===== config.mk =====
export PLATFORM = sky130hd
export DESIGN_NAME = sem_win
export DESIGN_NICKNAME = d
export VERILOG_FILES = /design/src/rtl/sem_pkg.sv /design/src/rtl/sem_win.sv
export SDC_FILE = /design/constraint.sdc
export NUM_CORES = 1
export LEC_CHECK = 0
export ABC_AREA = 0
export BUFFER_PORTS_ARGS = -buffer_cell sky130_fd_sc_hd__buf_2
export CAP_MARGIN = 20
export CORE_MARGIN = 1.5
export CORE_UTILIZATION = 25
export CTS_BUF_LIST = sky130_fd_sc_hd__clkbuf_16
export CTS_CLUSTER_SIZE = 30
export DETAILED_ROUTE_END_ITERATION = 10
export GPL_TIMING_DRIVEN = 0
export PLACE_DENSITY = 0.42
export SLEW_MARGIN = 0
export SYNTH_ARGS = -nofsm -noshare
export SYNTH_HDL_FRONTEND = slang
export SYNTH_SLANG_ARGS = --single-unit

===== constraint.sdc =====
create_clock -name clk -period 10.8 [get_ports clk]
set_clock_uncertainty 0.1 [all_clocks]
set_input_delay 1.08 -clock clk [delete_from_list [all_inputs] [get_ports clk]]
set_output_delay 1.08 -clock clk [all_outputs]
set_load 0.005 [all_outputs]

===== src/rtl/sem_pkg.sv =====
package sem_pkg;

	localparam int MAX_WIDTH  = 1024;
	localparam int COL_W      = $clog2(MAX_WIDTH);
	localparam int ROW_W      = 12;
	localparam int PIX_W      = 8;
	localparam int SLOTS      = 4;
	localparam int SLOT_W     = 2;
	localparam int OWED_W     = $clog2(MAX_WIDTH + 2);
	localparam int WCFG_W     = 11;
	localparam int CFG_W      = 12;
	localparam int CFG_IDX_W  = 1;
	localparam int OUTQ_DEPTH = 3;
	localparam int LVL_W      = 2;

	localparam logic [CFG_IDX_W-1:0] REG_FRAME_WIDTH  = CFG_IDX_W'(0);
	localparam logic [CFG_IDX_W-1:0] REG_FRAME_HEIGHT = CFG_IDX_W'(1);

	localparam logic CMD_PIXEL = 1'b0;
	localparam logic CMD_DRAIN = 1'b1;

	typedef logic [PIX_W-1:0]  pix_t;
	typedef logic [COL_W-1:0]  col_t;
	typedef logic [ROW_W-1:0]  row_t;
	typedef logic [SLOT_W-1:0] slot_t;
	typedef logic [SLOTS-1:0][PIX_W-1:0] bank_t;

	localparam col_t WIDTH_M1_RESET  = COL_W'((640 > MAX_WIDTH ? MAX_WIDTH : 640) - 1);
	localparam row_t HEIGHT_M1_RESET = ROW_W'(479);

	// line store write issued with the accepted pixel
	typedef struct packed {
		logic  en;
		slot_t slot;
		col_t  col;
		pix_t  data;
	} wr_req_t;

	// column read issued with the accepted item, and what stage 1 does with it
	typedef struct packed {
		logic  emit;
		logic  clamp;
		logic  load0;
		col_t  col;
		slot_t su;
		slot_t sm;
		slot_t sd;
		logic  frame_end;
	} rd_req_t;

	typedef struct packed {
		pix_t t;
		pix_t m;
		pix_t b;
	} column_t;

	typedef struct packed {
		pix_t mag;
		logic last;
	} result_t;

endpackage


===== src/rtl/sem_win.sv =====
module sem_win import sem_pkg::*; (
	input  logic    clk,
	input  logic    arst_n,
	input  rd_req_t rd,
	input  wr_req_t wr,
	input  bank_t   bank,
	output logic    busy,
	output logic    push,
	output result_t res
);

	rd_req_t rd_s1;
	wr_req_t wr_s1;
	column_t p_q;
	column_t q_q;

	column_t         fresh;
	column_t         right;
	logic [PIX_W+1:0] sum_r;
	logic [PIX_W+1:0] sum_l;
	logic [PIX_W+1:0] sum_b;
	logic [PIX_W+1:0] sum_t;
	logic [PIX_W+1:0] abs_x;
	logic [PIX_W+1:0] abs_y;
	logic [PIX_W+2:0] total;

	// the write issued with the read lands in the same edge; take it over
	function automatic pix_t pick(slot_t s, bank_t b, wr_req_t w, col_t c);
		return (w.en && (w.slot == s) && (w.col == c)) ? w.data : b[s];
	endfunction

	function automatic logic [PIX_W+1:0] tap3(pix_t a, pix_t m, pix_t z);
		return {2'b00, a} + {1'b0, m, 1'b0} + {2'b00, z};
	endfunction

	function automatic logic [PIX_W+1:0] absdiff(logic [PIX_W+1:0] a, logic [PIX_W+1:0] z);
		return (a >= z) ? a - z : z - a;
	endfunction

	always_comb begin
		fresh.t = pick(rd_s1.su, bank, wr_s1, rd_s1.col);
		fresh.m = pick(rd_s1.sm, bank, wr_s1, rd_s1.col);
		fresh.b = pick(rd_s1.sd, bank, wr_s1, rd_s1.col);
		right   = rd_s1.clamp ? q_q : fresh;

		sum_r = tap3(right.t, right.m, right.b);
		sum_l = tap3(p_q.t, p_q.m, p_q.b);
		sum_b = tap3(p_q.b, q_q.b, right.b);
		sum_t = tap3(p_q.t, q_q.t, right.t);
		abs_x = absdiff(sum_r, sum_l);
		abs_y = absdiff(sum_b, sum_t);
		total = {1'b0, abs_x} + {1'b0, abs_y};

		busy     = rd_s1.emit;
		push     = rd_s1.emit;
		res.mag  = total[PIX_W+2:3];
		res.last = rd_s1.frame_end;
	end

	always_ff @(posedge clk or negedge arst_n) begin
		if (!arst_n) begin
			rd_s1 <= '0;
			wr_s1 <= '0;
		end else begin
			rd_s1 <= rd;
			wr_s1 <= wr;
		end
	end

	// hold columns c-1 and c; column 0 loads into both
	always_ff @(posedge clk) begin
		if (rd_s1.load0) begin
			p_q <= fresh;
			q_q <= fresh;
		end else if (rd_s1.emit) begin
			p_q <= q_q;
			q_q <= fresh;
		end
	end

	a_clamp_reload: assert property (@(posedge clk) disable iff (!arst_n)
		rd_s1.clamp |-> (rd_s1.emit && rd_s1.load0 && (rd_s1.col == '0)))
		else $error("row end without a column 0 fetch");

endmodule


# Yosys cells after proc, flatten, opt, wreduce, memory -nomap -nowiden
# Cells that the tools add are included.
[word_totals]
ff_bits = 89
output_inout_bits = 11
elab_cells = 63
[op_classes]
magnitude_cmp = 5
reduce_logical = 7
muxes = 16
n_eq_ne = 4
addsub = 13
[ops]
columns = ["op", "count"]
rows = [
  ["2-to-1 mux 24 bit", 5],
  ["binary-select mux 8 bit (select 2 bit)", 3],
  ["2-to-1 mux 8 bit", 6],
  ["adder 10 x 8 -> 10 bit", 4],
  ["adder 8 x 9 -> 10 bit", 4],
  ["subtractor 10 bit", 4],
  [">= comparator 10 bit", 2],
  ["2-to-1 mux 10 bit", 2],
  ["adder 10 x 10 -> 11 bit", 1],
  ["equality test 10 bit", 1],
  ["less-than comparator 2 x 3 -> 1 bit, second input constant", 3],
  ["equality test 2 bit", 3],
  ["logical AND 1 bit", 6],
  ["nonzero test 2 bit", 1],
]

# Longest topological paths before layout
[logic_depth]
depth_word = 10
mapped_depth = 33

# Least setup slack after synthesis
# Ideal clock, no wire load.
[synth_timing]
kind = "input to output"
startpoint = "input port bank[26] (netlist bit)"
endpoint = "output port res[8] (netlist bit)"
required_ns = 9.620
arrival_ns = 6.904
path_stages = 26
path_buffers = 2
slack_ns = 2.716
cell_sequence = "mux4_2 mux2_2 mux2i_1 inv_1 fa_1 fa_1 a21o_1 a21oi_1 o21bai_1 a21oi_1 xor2_1 ha_1 buf_2 a21oi_1 o21ai_0 nand2_1 a311o_1 buf_4 mux2i_1 xor2_1 ha_1 a21o_1 a31o_1 a221o_1 a311o_1 a21o_1"
[synth_lines]
columns = ["element", "line_no", "text"]
rows = [
  ["start: declaration", "sem_win.sv:6", "input bank_t bank,"],
  ["end: declaration", "sem_win.sv:9", "output result_t res"],
]

==> key figures <==
Route
  • Vias post-DR: 5433
  • Via density: 4.44
  • ANT nets after route: 0
  • Initial DRT Pass Iterations: 4
  • DRC viols: 0
  • DR WL/cell: 15.9 um
  • Drt total wl: 19500 um
  • Starting DRT DRC Count: 194

Logic synthesis
  • EDFF count, synth: 48
  • Synth warnings: 0
  • Mapped cell area: 8070 um^2
  • Synth area leaders: edfxtp_1, ha_1, dfrtp_1
  • Post-Syn Area per Cell: 11.2 um^2
  • Post-Syn Nets: 915
  • Register area share after synthesis: 30.6%
  • Post-synthesis cell count: 721
  • Synth top area share: 17.9%
  • Dominant cell type by area after synthesis: edfxtp_1
  • Post-synth top cells: ha_1, inv_1, edfxtp_1
  • Most frequent cell after synthesis: ha_1
  • Top FF cell, synth: edfxtp_1
  • Post-synthesis register bit count: 89
  • Post-synth ARST share: 46.1%
  • Synth unique cells: 52

Floorplan
  • Initial Util: 25.5%
  • Die width: 183 um
  • Total die area: 33400 um^2
  • Area of the core: 31600 um^2
  • Die span in y: 183 um
  • I/O pins: 86
  • # rows: 65

Clock network
  • Clock Latency Late Sink: 0.35 ns
  • Htree depth: 3
  • Hold_buf cts: 0
  • Sink Count: 89
  • Clk pin slew, worst setup/hold paths: 0.07 ns
  • CTS tree: built
  • Number of CTS-inserted buffers: 9
  • Clock buffer depth: 2
  • Post-CTS setup buffers: 0
  • Root buffer cell: clkbuf_16
  • Post_cts resized: 0

STA
  • # setup viols final: 0
  • Worst Tran Pin Value: 0.946 ns
  • Slew Limit Fails: 0
  • Min Hold Slack: 0.482 ns
  • Final min period: 9.32 ns
  • Final worst-path cycle share: 86.3%
  • RSZ-0062 raised after global routing: false
  • Rel. slew slack: 37.0%
  • Final hold vios: 0
  • Final TNS setup: 0 ns
  • Fmax achieved: 107 MHz

Global route
  • Largest net degree at the start of global routing: 42
  • First-pass GRT wire length: 31400 um
  • Initial antenna violation count: 0
  • Total grt overflow: 0
  • Global Route Usage Sum: 12.2%
  • Vias in the first global route: 5738

Placement
  • HPWL Detailed: 16500 um
  • GPL Wtd Cong: 0.747
  • Port buffer count: 85

Setup path
  • R2r endpoint: p_q[13]$_DFFE_PP_
  • CP arrival: 8.14 ns
  • Setup crit end kind: output port
  • Reg2Reg Setup Slack: 8.33 ns
  • RR Startpoint: rd_s1[14]$_DFF_PN0_
  • Top delay family on crit path: compound AO/OA/AOI/OAI gates
  • Worst Setup Path Type: reg -> out
  • Crit-path max cell delay: 0.49 ns
  • Slowest-stage cell, CP: fa_1
  • Startpoint types: flip-flop
  • Worst Path Required: 9.62 ns
  • Bufs and invs on worst path: 5
  • Crit path max fanout: 10
  • Worst reg-to-reg path cell count: 6

Worst hold path
  • Hold Crit Class: reg -> reg
  • Hold Path Stages: 1
  • Hold Path End: p_q[12]$_DFFE_PP_
  • Hold Startpoint: q_q[12]$_DFFE_PP_

Final layout
  • Layout cells sized above 1: 24.7%
  • Inserted Diodes: 0
  • P&R area growth vs syn: 15.4%
  • Nets: 1012

Job
  • Max Cap Viol: 0

Outcome
  • Status: completed
worst register-to-register path: cells and delay by family, from the launching register on:
family,cells,cell delay [ns]
and+or+nand+nor,2,0.67
DFF,1,0.37
xor gates and xnor gates,1,0.15
buffers and inverters,1,0.25
muxes,2,0.68
placed cells by master, fill, tap and decap left out, types with 3 or more instances in the layout:
| master | Yosys | final |
|---|---|---|
| nor2_1 | 47 | 47 |
| xnor2_1 | 32 | 32 |
| o21a_1 | 8 | 8 |
| dfrtp_1 | 41 | 41 |
| and4_1 | 4 | 4 |
| a211oi_1 | 5 | 5 |
| nor3_1 | 12 | 12 |
| inv_8 | 0 | 3 |
| nand3_1 | 4 | 4 |
| a21o_1 | 21 | 21 |
| clkbuf_1 | 6 | 6 |
| o21ai_1 | 3 | 3 |
| buf_4 | 7 | 7 |
| mux2_2 | 40 | 40 |
| nor2b_1 | 8 | 8 |
| and3_1 | 6 | 6 |
| inv_1 | 71 | 71 |
| o21ai_0 | 13 | 13 |
| mux2i_1 | 37 | 37 |
| nand4_1 | 3 | 3 |
| a21oi_1 | 45 | 45 |
| nand2_1 | 20 | 20 |
| edfxtp_1 | 48 | 48 |
| clkbuf_16 | 0 | 9 |
| o41ai_2 | 4 | 4 |
| fa_1 | 34 | 34 |
| ha_1 | 85 | 85 |
| o21bai_1 | 7 | 7 |
| mux4_2 | 24 | 24 |
| buf_2 | 15 | 100 |
| xor2_1 | 40 | 40 |
per-stage QoR:
step	util (%)	instances	cell area [um^2]	setup slack (ns)
after floorplan	-	721	8070	2.72
after global placement	28.5	1208	9000	1.66
after detailed placement	28.5	1209	9020	1.64
after CTS	29.5	1225	9320	1.38
after global routing	29.5	1225	9320	0.884
final	29.5	1225	9320	1.48
worst max-delay path by stage:
stage / start / endpoint / slack [ns] / cells past startpoint
6_report: rd_s1[14]$_DFF_PN0_ / res[8] / 1.48 / 30
4_1_cts: rd_s1[13]$_DFF_PN0_ / res[8] / 1.38 / 30
3_3_place_gp: bank[24] / res[8] / 1.66 / 29
3_5_place_dp: bank[24] / res[8] / 1.64 / 29
2_1_floorplan: bank[26] / res[8] / 2.72 / 26
5_1_grt: rd_s1[14]$_DFF_PN0_ / res[8] / 0.88 / 31
sequential cells by signal, summed over array words and instances (netlist names):
register	cells
q_q	24
busy	1
rd_s1	18
res	1
wr_s1	21
p_q	24
final cells by class:
cell class,instances,area (um^2)
Fill cell,3289,22300
Clock buffer,9,225
Tap cell,402,503
Buffer,30,173
Sequential cell,89,2470
Inverter,73,274
Multi-Input combinational cell,529,5160
Timing Repair Buffer,86,445
Clock inverter,7,70.1
per-layer routing:
metal | share of wire [%] | vias up | track usage [%]
met5 | 0 | - | 0
li1 | - | 2758 | -
met3 | 3.7 | 13 | 1.68
met2 | 44 | 103 | 19.6
met4 | 1.4 | 0 | 3.54
met1 | 51 | 2559 | 17.1
logic make-up after synthesis:
family,share of synthesized area [%]
xor+xnor,7.81
flops,30.6
compound gates,10.9
buf+inv,5.53
fa+ha+maj,21.6
simple gates,6.49
mux,17.1
Power is not shown: default switching activity piles up to over one toggle a cycle in this logic, so the estimate is an artifact.
