`src/rtl/sem_pkg.sv`:
```
package sem_pkg;

	localparam int MAX_WIDTH  = 1024;
	localparam int COL_W      = $clog2(MAX_WIDTH);
	localparam int ROW_W      = 12;
	localparam int PIX_W      = 8;
	localparam int SLOTS      = 4;
	localparam int SLOT_W     = 2;
	localparam int OWED_W     = $clog2(MAX_WIDTH + 2);
	localparam int WCFG_W     = 11;
	localparam int CFG_W      = 12;
	localparam int CFG_IDX_W  = 1;
	localparam int OUTQ_DEPTH = 3;
	localparam int LVL_W      = 2;

	localparam logic [CFG_IDX_W-1:0] REG_FRAME_WIDTH  = CFG_IDX_W'(0);
	localparam logic [CFG_IDX_W-1:0] REG_FRAME_HEIGHT = CFG_IDX_W'(1);

	localparam logic CMD_PIXEL = 1'b0;
	localparam logic CMD_DRAIN = 1'b1;

	typedef logic [PIX_W-1:0]  pix_t;
	typedef logic [COL_W-1:0]  col_t;
	typedef logic [ROW_W-1:0]  row_t;
	typedef logic [SLOT_W-1:0] slot_t;
	typedef logic [SLOTS-1:0][PIX_W-1:0] bank_t;

	localparam col_t WIDTH_M1_RESET  = COL_W'((640 > MAX_WIDTH ? MAX_WIDTH : 640) - 1);
	localparam row_t HEIGHT_M1_RESET = ROW_W'(479);

	// line store write issued with the accepted pixel
	typedef struct packed {
		logic  en;
		slot_t slot;
		col_t  col;
		pix_t  data;
	} wr_req_t;

	// column read issued with the accepted item, and what stage 1 does with it
	typedef struct packed {
		logic  emit;
		logic  clamp;
		logic  load0;
		col_t  col;
		slot_t su;
		slot_t sm;
		slot_t sd;
		logic  frame_end;
	} rd_req_t;

	typedef struct packed {
		pix_t t;
		pix_t m;
		pix_t b;
	} column_t;

	typedef struct packed {
		pix_t mag;
		logic last;
	} result_t;

endpackage

```
`src/rtl/sem_ctrl.sv`:
```
module sem_ctrl import sem_pkg::*; (
	input  logic                 clk,
	input  logic                 arst_n,
	input  logic                 cfg_we,
	input  logic [CFG_IDX_W-1:0] cfg_index,
	input  logic [CFG_W-1:0]     cfg_data,
	input  logic                 accept,
	input  logic                 command,
	input  pix_t                 pixel,
	output wr_req_t              wr,
	output rd_req_t              rd
);

	col_t              width_m1_q;
	row_t              height_m1_q;
	col_t              in_col_q;
	row_t              in_row_q;
	slot_t             in_slot_q;
	col_t              out_col_q;
	row_t              out_row_q;
	slot_t             out_slot_q;
	logic [OWED_W-1:0] owed_q;

	logic [WCFG_W-1:0] wcfg;
	row_t              hcfg;
	col_t              width_m1_d;
	row_t              height_m1_d;
	logic              is_pixel;
	logic              is_drain;
	logic              emit;
	logic              out_last_col;
	logic              out_last_row;
	row_t              nxt_row;
	slot_t             nxt_slot;

	function automatic slot_t up_slot(row_t r, slot_t s);
		return (r != '0) ? s - SLOT_W'(1) : s;
	endfunction

	function automatic slot_t down_slot(row_t r, slot_t s, row_t hm1);
		return (r != hm1) ? s + SLOT_W'(1) : s;
	endfunction

	always_comb begin
		wcfg = cfg_data[WCFG_W-1:0];
		hcfg = cfg_data[ROW_W-1:0];
		if (32'(wcfg) < 32'd3) begin
			width_m1_d = COL_W'(2);
		end else if (32'(wcfg) > 32'(MAX_WIDTH)) begin
			width_m1_d = COL_W'(MAX_WIDTH - 1);
		end else begin
			width_m1_d = COL_W'(wcfg - WCFG_W'(1));
		end
		if (hcfg < ROW_W'(3)) begin
			height_m1_d = ROW_W'(2);
		end else begin
			height_m1_d = hcfg - ROW_W'(1);
		end
	end

	always_comb begin
		is_pixel     = accept && (command == CMD_PIXEL);
		is_drain     = accept && (command == CMD_DRAIN);
		out_last_col = (out_col_q == width_m1_q);
		out_last_row = (out_row_q == height_m1_q);
		nxt_row      = out_last_row ? '0 : out_row_q + ROW_W'(1);
		nxt_slot     = out_slot_q + SLOT_W'(1);
		emit = (is_pixel && (owed_q > OWED_W'(width_m1_q) + OWED_W'(1)))
			|| (is_drain && (in_col_q == '0) && (in_row_q == '0) && (owed_q != '0));

		wr.en   = is_pixel;
		wr.slot = in_slot_q;
		wr.col  = in_col_q;
		wr.data = pixel;

		// at a row's last output the right column repeats the centre, so the
		// read port fetches column 0 of the next row instead
		rd.emit      = emit;
		rd.clamp     = emit && out_last_col;
		rd.load0     = rd.clamp || (accept && !emit && (out_col_q == '0));
		rd.col       = (out_last_col || !emit) ? '0 : out_col_q + COL_W'(1);
		rd.frame_end = out_last_row && out_last_col;
		if (rd.clamp) begin
			rd.sm = nxt_slot;
			rd.su = up_slot(nxt_row, nxt_slot);
			rd.sd = down_slot(nxt_row, nxt_slot, height_m1_q);
		end else begin
			rd.sm = out_slot_q;
			rd.su = up_slot(out_row_q, out_slot_q);
			rd.sd = down_slot(out_row_q, out_slot_q, height_m1_q);
		end
	end

	always_ff @(posedge clk or negedge arst_n) begin
		if (!arst_n) begin
			width_m1_q  <= WIDTH_M1_RESET;
			height_m1_q <= HEIGHT_M1_RESET;
			in_col_q    <= '0;
			in_row_q    <= '0;
			in_slot_q   <= '0;
			out_col_q   <= '0;
			out_row_q   <= '0;
			out_slot_q  <= '0;
			owed_q      <= '0;
		end else if (cfg_we) begin
			unique case (cfg_index)
				REG_FRAME_WIDTH: begin
					width_m1_q <= width_m1_d;
				end
				REG_FRAME_HEIGHT: begin
					height_m1_q <= height_m1_d;
				end
				default: ;
			endcase
			// restart the stream
			in_col_q   <= '0;
			in_row_q   <= '0;
			in_slot_q  <= '0;
			out_col_q  <= '0;
			out_row_q  <= '0;
			out_slot_q <= '0;
			owed_q     <= '0;
		end else if (accept) begin
			if (is_pixel) begin
				if (in_col_q == width_m1_q) begin
					in_col_q  <= '0;
					in_slot_q <= in_slot_q + SLOT_W'(1);
					in_row_q  <= (in_row_q == height_m1_q) ? '0 : in_row_q + ROW_W'(1);
				end else begin
					in_col_q <= in_col_q + COL_W'(1);
				end
			end
			if (emit) begin
				if (out_last_col) begin
					out_col_q  <= '0;
					out_slot_q <= nxt_slot;
					out_row_q  <= nxt_row;
				end else begin
					out_col_q <= out_col_q + COL_W'(1);
				end
			end
			if (is_pixel && !emit) begin
				owed_q <= owed_q + OWED_W'(1);
			end else if (is_drain && emit) begin
				owed_q <= owed_q - OWED_W'(1);
			end
		end
	end

	a_owed_bound: assert property (@(posedge clk) disable iff (!arst_n)
		owed_q <= OWED_W'(width_m1_q) + OWED_W'(2))
		else $error("output backlog exceeds one row plus one");

	a_cols_in_row: assert property (@(posedge clk) disable iff (!arst_n)
		(in_col_q <= width_m1_q) && (out_col_q <= width_m1_q))
		else $error("column position beyond the row");

endmodule

```
`config.mk`:
```
export PLATFORM = sky130hd
export DESIGN_NAME = sem_ctrl
export DESIGN_NICKNAME = d
export VERILOG_FILES = /design/src/rtl/sem_pkg.sv /design/src/rtl/sem_ctrl.sv
export SDC_FILE = /design/constraint.sdc
export NUM_CORES = 1
export LEC_CHECK = 0
export BUFFER_PORTS_ARGS = -buffer_cell sky130_fd_sc_hd__clkbuf_2
export CORE_MARGIN = 3
export CORE_UTILIZATION = 58
export DETAILED_ROUTE_END_ITERATION = 6
export PLACE_DENSITY = 0.81
export SLEW_MARGIN = 0
export SYNTH_ARGS = -nofsm -noshare
export SYNTH_HDL_FRONTEND = slang
export SYNTH_SLANG_ARGS = --single-unit
export TNS_END_PERCENT = 100
```
`constraint.sdc`:
```
create_clock -name clk -period 12.73 [get_ports clk]
set_clock_uncertainty 0.2 [all_clocks]
set_input_delay 1.9095 -clock clk [delete_from_list [all_inputs] [get_ports clk]]
set_output_delay 1.9095 -clock clk [all_outputs]
set_load 0.1 [all_outputs]
```
Word level (Yosys, flattened, before mapping)
Cells that the tools add are included.
{ "word_totals": {"reg_bits": 81, "inputBits": 26, "output_inout_bits": 41, "elab_cells": 109} }
{ "op_classes": {"addsub": 14, "order_cmp": 4, "n_eq_ne": 6, "mux": 39, "n_bitwise": 2, "reduce_logical": 35} }
{ "ops": {"columns": ["op", "n"], "rows": [
  ["$mux 12", 11],
  ["$mux 10", 11],
  ["$mux 11", 4],
  ["$add 12x1->12 const B", 2],
  ["$eq 12x12->1", 2],
  ["$mux 2", 12],
  ["$ne 12x12->1", 2],
  ["$reduce_bool 12->1", 2],
  ["$add 10x1->10 const B", 2],
  ["$eq 10x10->1", 2],
  ["$logic_not 10->1", 2],
  ["$logic_and 1x1->1", 12],
  ["$logic_not 12->1", 1],
  ["$lt 12x2->1 const B", 1],
  ["$sub 12x1->12 const B", 1],
  ["$add 10x1->11 const B", 1],
  ["$add 11x1->11 const B", 1],
  ["$gt 11x11->1", 1],
  ["$gt 11x11->1 const B", 1],
  ["$lt 11x2->1 const B", 1],
  ["$reduce_bool 11->1", 1],
  ["$sub 11x1->11 const B", 1],
  ["$reduce_and 2->1", 5],
  ["$reduce_bool 2->1", 5],
  ["other kinds (9)", 16]
]} }

Logic depth before layout (Yosys ltp)
Gate-level depths: netlist (run 1).
{ "logic_depth": {"word_depth": 10, "mapped_depth": 19, "ltp_nobuf": 18} }

Worst setup path after synthesis (run 1)
No wires, ideal clock.
{ "synth_path": {"path_type": "input-to-output", "start": "in accept", "end": "out rd[2] (netlist bit)", "arrival_time_ns": 5.146, "t_required_ns": 10.620, "path_slack_ns": 5.474, "path_stages": 7, "n_path_buf": 0, "cell_sequence": "and4bb_1 -> nand4_1 -> nor3_2 -> a31oi_4 -> inv_2 -> nand2_2 -> o311ai_1"} }
{ "synth_lines": {"columns": ["item", "line_no", "text"], "rows": [
  ["start: declaration", "sem_ctrl.sv:7", "input logic accept,"],
  ["end: declaration", "sem_ctrl.sv:11", "output rd_req_t rd"]
]} }

==> results.txt, run 1 <==
The TritonCTS buffer count came out at 9. The number of top-level pins is 67. At the worst endpoint, the required time is 10.62 ns. The final number of hold-violating endpoints came out at 0. The first global-routing pass estimated 28,300 µm of wire. Setup repair after global routing left no endpoint under its margin. The weighted congestion at the end of routability-driven global placement is 0.970. The worst setup path is launched from a flop. The total track usage came out at 0.276.

By area, the combinational part of the netlist is dominated by simple AND/OR/NAND/NOR gates. The post-layout minimum cycle time is 6.80 ns. Yosys printed 0 warnings. The synthesis-stage register bit count came out at 81.

The xor-xnor portion of the synthesized cell area came out at 0.134. The fraction of the mapped netlist area in adder cells is 0.0677. The post-synthesis mux area share is 0.0205. The CTS clock-pin slew for the worst setup and hold paths is 0.09 ns. Timing would allow up to 147 MHz. The initial utilization of the core area, before any placement, comes to 0.608. The number of design rule violations left after detail routing came out at 0. The first detailed-routing pass ran for 5 iterations. The worst-case clock buffer depth is 2. The minimum setup slack in the final design came out at 5.93 ns.

The largest net degree at the start of global routing is 82. The fraction of the cycle the final worst path needs came out at 0.534. At the later pin of the worst-skew pair, clock insertion delay measures 0.38 ns. The CTS tree is built. Of the synthesized area, sequential elements account for 0.320.

The mean post-synth cell area is 8.46 µm². Internal power comes to 591 µW. The count of input and output buffers is 50. The slew at the pin with the worst max-slew slack is 1.13 ns. The complex-gate fraction of the synthesized area is 0.163.

The design draws 982 µW. The average wire per standard cell is 18.3 µm. The site row count is 37. The count of mapped cells out of synthesis is 756. The number of levels in the clock H-tree came out at 3. The footprint of the multi-input gates is 0.00395 mm². The clock power share came out at 0.246. The maximum fanout along the worst path came out at 11. The number of hold buffers added after CTS was 0.

Summing every instance area after synthesis gives 0.00639 mm². Power spread over the standard cell area amounts to 144 mW/mm². The power spent charging and discharging nets came out at 390 µW. The setup fix buffers added after clock tree synthesis came out at 0.

Clock tree synthesis selected as its root buffer the cell sky130_fd_sc_hd__clkbuf_8. The routed design has 16,500 µm of wire. The total instance count after detailed placement is 886. The max-slew headroom at the worst pin came out at 0.241. STA classifies the critical path endpoint as an output pin.

The via count is 5,642. The area used by sequential logic in the layout is 0.00205 mm². The run finished with clean final reports. The sum of negative setup slack is 0 ns. The number of pins exceeding their max-slew limit in the final report came out at 0. The overall die area came out at 0.0123 mm². The floorplan step set the die width to 111 µm. The number of enable-type register cells in the synthesized netlist came out at 0. The leakage power is 2.98 nW. OpenSTA, run right after detailed placement, puts the worst setup slack at 6.33 ns. The total inserted antenna cells came out at 0. Global routing finished with a remaining overflow of 0. Detailed placement ended at an HPWL of 12,100 µm. The most used flip-flop cell after synthesis is sky130_fd_sc_hd__dfrtp_1.

VDD sags by at most 0.143 mV. The number of design-rule violations left by the first detailed-router iteration is 505. The start-to-end type of the worst setup path is flop to output pin. The clock net sink count is 81.

Once the clock tree was built, the resizer swapped 0 gates to a different size. The sequential share of power is 0.345. The combinational cell fraction of total power came out at 0.409. Dividing the detail-routed via count by the number of cells gives 6.25.

The simple logic cell fraction of the synthesized area came out at 0.231. Of the total power, the share spent switching nets is 0.398. The post-route non-filler standard cell count is 902. The number of antenna-violating nets in the routed design is 0. The height of the chip is 111 µm. The via count of the first global-routing pass was 5,620. The final-layout worst hold slack is 0.339 ns. Data arrives at the worst endpoint at 4.69 ns. The post-synthesis cell type count is 75. The max-capacitance violation count came out at 0. In the final design database the tool counted 821 nets. The share of layout cells above drive strength 1 came out at 0.144. The area added between synthesis and finish is 6.40%. The number of nets produced by synthesis came out at 816. The total setup violations reported at the end of the flow is 0. In this run the worst hold path is classified as flop to flop. The number of inserted filler cells in the final layout is 875. The initial antenna violation count is 0.

The core area came out at 0.0105 mm². The async set-reset flop share out of synthesis came out at 1.00.
-- metrics by stage --
step	cell area, µm²	util
2_1_floorplan	6390	-
3_3_place_gp	6550	0.623
3_5_place_dp	6550	0.623
4_1_cts	6800	0.647
5_1_grt	6800	0.647
6_report	6800	0.647
-- worst max-delay path, stage by stage (launching register included) --
cell and delay (ns):
sky130_fd_sc_hd__dfstp_2 0.61, sky130_fd_sc_hd__ha_1 0.22, sky130_fd_sc_hd__and3_1 0.23, sky130_fd_sc_hd__nand3_1 0.12
sky130_fd_sc_hd__xor2_1 0.18, sky130_fd_sc_hd__ha_1 0.31, sky130_fd_sc_hd__a211o_1 0.26, sky130_fd_sc_hd__a21oi_1 0.18
sky130_fd_sc_hd__or4b_4 0.51, sky130_fd_sc_hd__a31oi_4 0.38, sky130_fd_sc_hd__inv_2 0.20, sky130_fd_sc_hd__nand2_2 0.20
sky130_fd_sc_hd__inv_2 0.11, sky130_fd_sc_hd__a31oi_1 0.17, sky130_fd_sc_hd__xnor2_1 0.14, sky130_fd_sc_hd__clkbuf_2 0.48
-- routing by layer --
metal	up-vias	GRT usage	share of wire
li1	2681	-	-
met1	2723	0.378	0.45
met2	199	0.442	0.47
met3	39	0.0448	0.058
met4	0	0.104	0.023
met5	-	0	0
-- cell usage after synthesis, types with 5 or more instances --
master                      n  share of area
sky130_fd_sc_hd__and3_1    20          0.020
sky130_fd_sc_hd__a31oi_1   10         0.0098
sky130_fd_sc_hd__a21oi_1   33          0.026
sky130_fd_sc_hd__nor3_1    17          0.013
sky130_fd_sc_hd__nand4_1   18          0.018
sky130_fd_sc_hd__nand2b_1   8         0.0078
sky130_fd_sc_hd__clkbuf_1  33          0.019
sky130_fd_sc_hd__nor2_1    62          0.036
sky130_fd_sc_hd__mux2i_1   12          0.019
sky130_fd_sc_hd__nor2b_1    7         0.0068
sky130_fd_sc_hd__o21ai_0   39          0.031
sky130_fd_sc_hd__dfrtp_1   65           0.25
sky130_fd_sc_hd__buf_2     11         0.0086
sky130_fd_sc_hd__o21a_1     5         0.0059
sky130_fd_sc_hd__dfstp_2   16          0.066
sky130_fd_sc_hd__nand3_1   20          0.016
sky130_fd_sc_hd__inv_1     29          0.017
sky130_fd_sc_hd__o22ai_1    5         0.0049
sky130_fd_sc_hd__o31ai_1    7         0.0082
sky130_fd_sc_hd__xor2_1    39          0.053
sky130_fd_sc_hd__o21ai_1   22          0.017
sky130_fd_sc_hd__nand2_1   58          0.034
sky130_fd_sc_hd__xnor2_1   57          0.078
sky130_fd_sc_hd__or3_1      9         0.0088
sky130_fd_sc_hd__nor4_1    25          0.024
sky130_fd_sc_hd__a21o_1    12          0.014
sky130_fd_sc_hd__buf_4     13          0.015
sky130_fd_sc_hd__ha_1      33          0.065
-- cells by family (layout without fill, tap and decap cells) --
group	count (synthesis)	in the layout
AND/OR/NAND/NOR	277	277
flip-flops	81	81
buffers and inverters	90	100
AO/OA/AOI/OAI	164	164
XOR/XNOR	97	97
adder cells (fa/ha/maj)	34	34
multiplexers	13	13
-- power by group through the flow --
stage	clock (mW)	sequential, mW	combinational (mW)
after global placement	0	0.341	0.374
after detailed placement	0	0.342	0.397
after CTS	0.245	0.338	0.400
final	0.241	0.339	0.402
after global routing	0.254	0.343	0.453
after floorplan	0	0.322	0.344
-- cells in the final DEF (no fill, tap or decap), drive strengths merged, types with 3 or more instances in the layout --
cell type  count
o21a           5
nand4         19
ha            33
nor4          27
nand3         22
dfstp         16
bufinv         3
inv           32
and3          20
o21ai         61
or2            4
a21oi         34
nor3          20
or4            4
a31oi         11
a22o           4
o31a           3
a21o          12
dfrtp         65
buf            3
or3            9
nor4b          3
nand2         59
o31ai          7
xor2          39
o22ai          5
nor2b          7
clkbuf        59
mux2i         12
nand2b         8
xnor2         58
nor2          63
-- area by class of cell --
type | count | share of cell area
well taps | 136 | 0.0250
inverters | 32 | 0.0177
clock inverters | 6 | 0.0169
clock buffers | 10 | 0.0202
flip-flops and latches | 81 | 0.301
repair buffers | 52 | 0.0394
multi-input cells | 585 | 0.580
-- state kept, by name (all words and copies together) (netlist names) --
signal and cells:
in_slot_q 2, out_col_q 10, width_m1_q 10, out_slot_q 2, owed_q 11, in_col_q 10
height_m1_q 12, out_row_q 12, in_row_q 12
-- worst paths after layout --
kind,start,end,slack [ns],cells after the start
hold reg to reg,height_m1_q[4],height_m1_q[4],0.34,2
setup / recovery,width_m1_q[1],rd[1],5.93,15
max in group asynchronous,arst_n,owed_q[8],10.14,1
setup reg to reg,width_m1_q[1],owed_q[10],7.08,18
min in group asynchronous,arst_n,in_row_q[8],1.49,1
hold / removal,height_m1_q[4],height_m1_q[4],0.34,2
(Power assumes the default switching activity.)
==> inputs of run 2 (changes only) <==
==> constraint.sdc (replaced) <==
create_clock -name clk -period 6.6 [get_ports clk]
set_clock_uncertainty 0.2 [all_clocks]
set_input_delay 0.99 -clock clk [delete_from_list [all_inputs] [get_ports clk]]
set_output_delay 0.99 -clock clk [all_outputs]
set_load 0.1 [all_outputs]
==> run 2 against run 1 <==
Register-to-register slack got worse by 5.9 ns. Highest routed layer unchanged. Critical path type unchanged. Clock-buffer cell count increased by 3. Flip-flop and latch count unchanged. Clock power increased by 64%. Final area decreased by 0.55%. Sequential power increased by 94%.
==> results.txt, run 2 (same netlist as run 1, synthesis figures left out) <==
The flow ran to the end, and the final reports show no timing, DRC or antenna violations. In the final design database the tool counted 821 nets. The site row count is 37. Subtracting the final worst setup slack from the clock period gives 5.83 ns. The number of pins exceeding their max-slew limit in the final report came to 0. The clock net sink count came out at 81. The sum of negative setup slack is 0 ns.

Buffers inserted to repair hold after CTS numbered 0. The pre-antenna-repair detailed-routing pass consisted of 5 iterations. The HPWL after detailed placement came out at 11,800 µm. The total congestion overflow came out at 0. The number of gates resized after CTS was 0. The worst setup path is of the flop to output pin kind. The overall die width came out at 111 µm. The aggregate routed wire length is 16,100 µm.

The first global-routing pass estimated 27,300 µm of wire. The total setup violations reported at the end of the flow is 0. The fraction of the cycle the final worst path needs came out at 0.883.

The number of setup buffers added after CTS is 0. The power consumption came out at 1.81 mW. The height of the chip came out at 111 µm.

The max-capacitance violation count came out at 0. The weighted congestion at the end of routability-driven global placement came out at 0.961. In this run the worst path has a maximum fanout of 11. Of the cells placed in the final design, the portion with a size suffix greater than 1 is 0.142. The number of levels in the clock H-tree came out at 3. The top cell types in the final layout, fill and taps aside, are 65 x sky130_fd_sc_hd__dfrtp_1, 62 x sky130_fd_sc_hd__nor2_1, 58 x sky130_fd_sc_hd__nand2_1. The overall die area came out at 0.0123 mm². The core area is 0.0105 mm².

The average wire per standard cell came out at 17.8 µm. Once detail routing completed, the nets flagged for antenna violations numbered 0. The post-route non-filler standard cell count is 902. The worst setup path is captured at an output pin. The number of vias per cell after detailed routing came out at 6.28.

Leaving out fill and tap cells, the most frequent cell in the layout is sky130_fd_sc_hd__dfrtp_1. In the global route stage, overall resource usage came out at 0.264. Headroom to the max-slew limit came out at 0.289.

The worst slack at placement came out at 1.21 ns. The CTS clock-pin slew for the worst setup and hold paths is 0.08 ns. Among all stages on the critical path, the largest delay is contributed by sky130_fd_sc_hd__dfstp_2. The total instance count after detailed placement came out at 886.

Timing would allow up to 171 MHz. The delay contributed by the slowest stage of the critical path came out at 0.61 ns. The via count came out at 5,662.

The total power divided by cell area came out at 268 mW/mm². Setup repair after global routing left no endpoint under its margin. The final number of hold-violating endpoints is 0.

Across the VDD grid, the largest voltage drop is 0.291 mV. Clock tree synthesis selected as its root buffer the cell sky130_fd_sc_hd__clkbuf_8. The number of design-rule violations left by the first detailed-router iteration came out at 442. The clock latency on the worst-skew pair came out at 0.37 ns. The slew at the pin with the worst max-slew slack came out at 1.06 ns. The count of input and output buffers is 50. After detailed routing, the number of remaining DRC violations is 0. The worst setup path is launched from a flop. The worst-case clock buffer depth is 2.

STA puts the critical path data required time at 5.41 ns. The leakage power is 2.96 nW. The minimum setup slack in the final design came out at 0.769 ns. In the final layout, the registers with the most flip-flops are height_m1_q: 12 flops, in_row_q: 12 flops, out_row_q: 12 flops. The worst hold path belongs to the class flop to flop.

Traced cell by cell, the critical path runs through ha_1 -> and3_1 -> nand3_1 -> xor2_1 -> ha_1 -> a211o_1 -> a21oi_1 -> or4b_4 -> a31oi_4 -> inv_2 -> nand2_2 -> inv_2 -> a31oi_1 -> xnor2_1 -> clkbuf_2. The effective utilization at floorplan came out at 0.608. The largest net degree at the start of global routing came out at 82. The TritonCTS buffer count is 9. The initial antenna violation count came to 0. The repair_antennas step left the layout with diodes totalling 0.

The worst path arrival time came out at 4.64 ns. The via count of the first global-routing pass came out at 5,688. TritonCTS built the clock tree.

The area added between synthesis and finish came out at 5.81%. The number of top-level pins is 67.
-- run 2: cell count changes in the layout (fill, tap and decap cells not counted) --
cell / change
sky130_fd_sc_hd__bufinv_16: -2
sky130_fd_sc_hd__clkbuf_8: +2
sky130_fd_sc_hd__clkinv_4: -2
sky130_fd_sc_hd__clkbuf_1: +1
sky130_fd_sc_hd__inv_6: +1
-- run 2: critical path, delay by kind of cell, from the launching register on --
| kind | cells | cell delay (ns) |
|---|---|---|
| AOI/OAI and AO/OA | 4 | 0.97 |
| xor gates and xnor gates | 2 | 0.30 |
| adders and majority gates | 2 | 0.53 |
| buffers and inverters | 3 | 0.78 |
| DFF | 1 | 0.61 |
| and+or+nand+nor | 4 | 1.05 |
-- run 2: final cells by class --
type,count,area (µm²)
clock buffers,13,169
inverters,32,120
fillers,876,3740
clock inverters,3,46.3
flip-flops and latches,81,2050
well taps,136,170
multi-input cells,585,3950
repair buffers,52,268
-- run 2: worst paths after layout --
| kind | startpoint | endpoint | slack [ns] | cells past startpoint |
|---|---|---|---|---|
| setup / recovery | width_m1_q[0] | rd[1] | 0.77 | 15 |
| hold / removal | width_m1_q[1] | width_m1_q[1] | 0.32 | 2 |
| max in group asynchronous | arst_n | owed_q[10] | 4.93 | 1 |
| min in group asynchronous | arst_n | in_row_q[10] | 0.58 | 1 |
| hold reg to reg | width_m1_q[1] | width_m1_q[1] | 0.32 | 2 |
| setup reg to reg | width_m1_q[0] | owed_q[10] | 1.14 | 18 |
-- run 2: stage by stage --
step | hold slack, ns | instance area [µm²] | util
floorplan | 0.280 | 6390 | -
global placement | 0.299 | 6550 | 0.623
detailed placement | 0.312 | 6550 | 0.623
CTS | 0.324 | 6770 | 0.644
global route | 0.342 | 6770 | 0.644
finish | 0.322 | 6770 | 0.644
-- run 2: per-layer routing --
layer,track usage,vias up,share of wire
met3,0.0442,51,0.062
met4,0.108,0,0.030
met5,0,-,0
met2,0.436,231,0.48
li1,-,2687,-
met1,0.345,2693,0.43
-- run 2: where the power goes --
part | leakage (nW) | switching, mW | internal, mW | total [mW]
logic | 1.80 | 0.442 | 0.316 | 0.758
clock network | 0.106 | 0.188 | 0.207 | 0.395
registers | 1.06 | 0.0976 | 0.560 | 0.657
total | 2.96 | 0.728 | 1.08 | 1.81
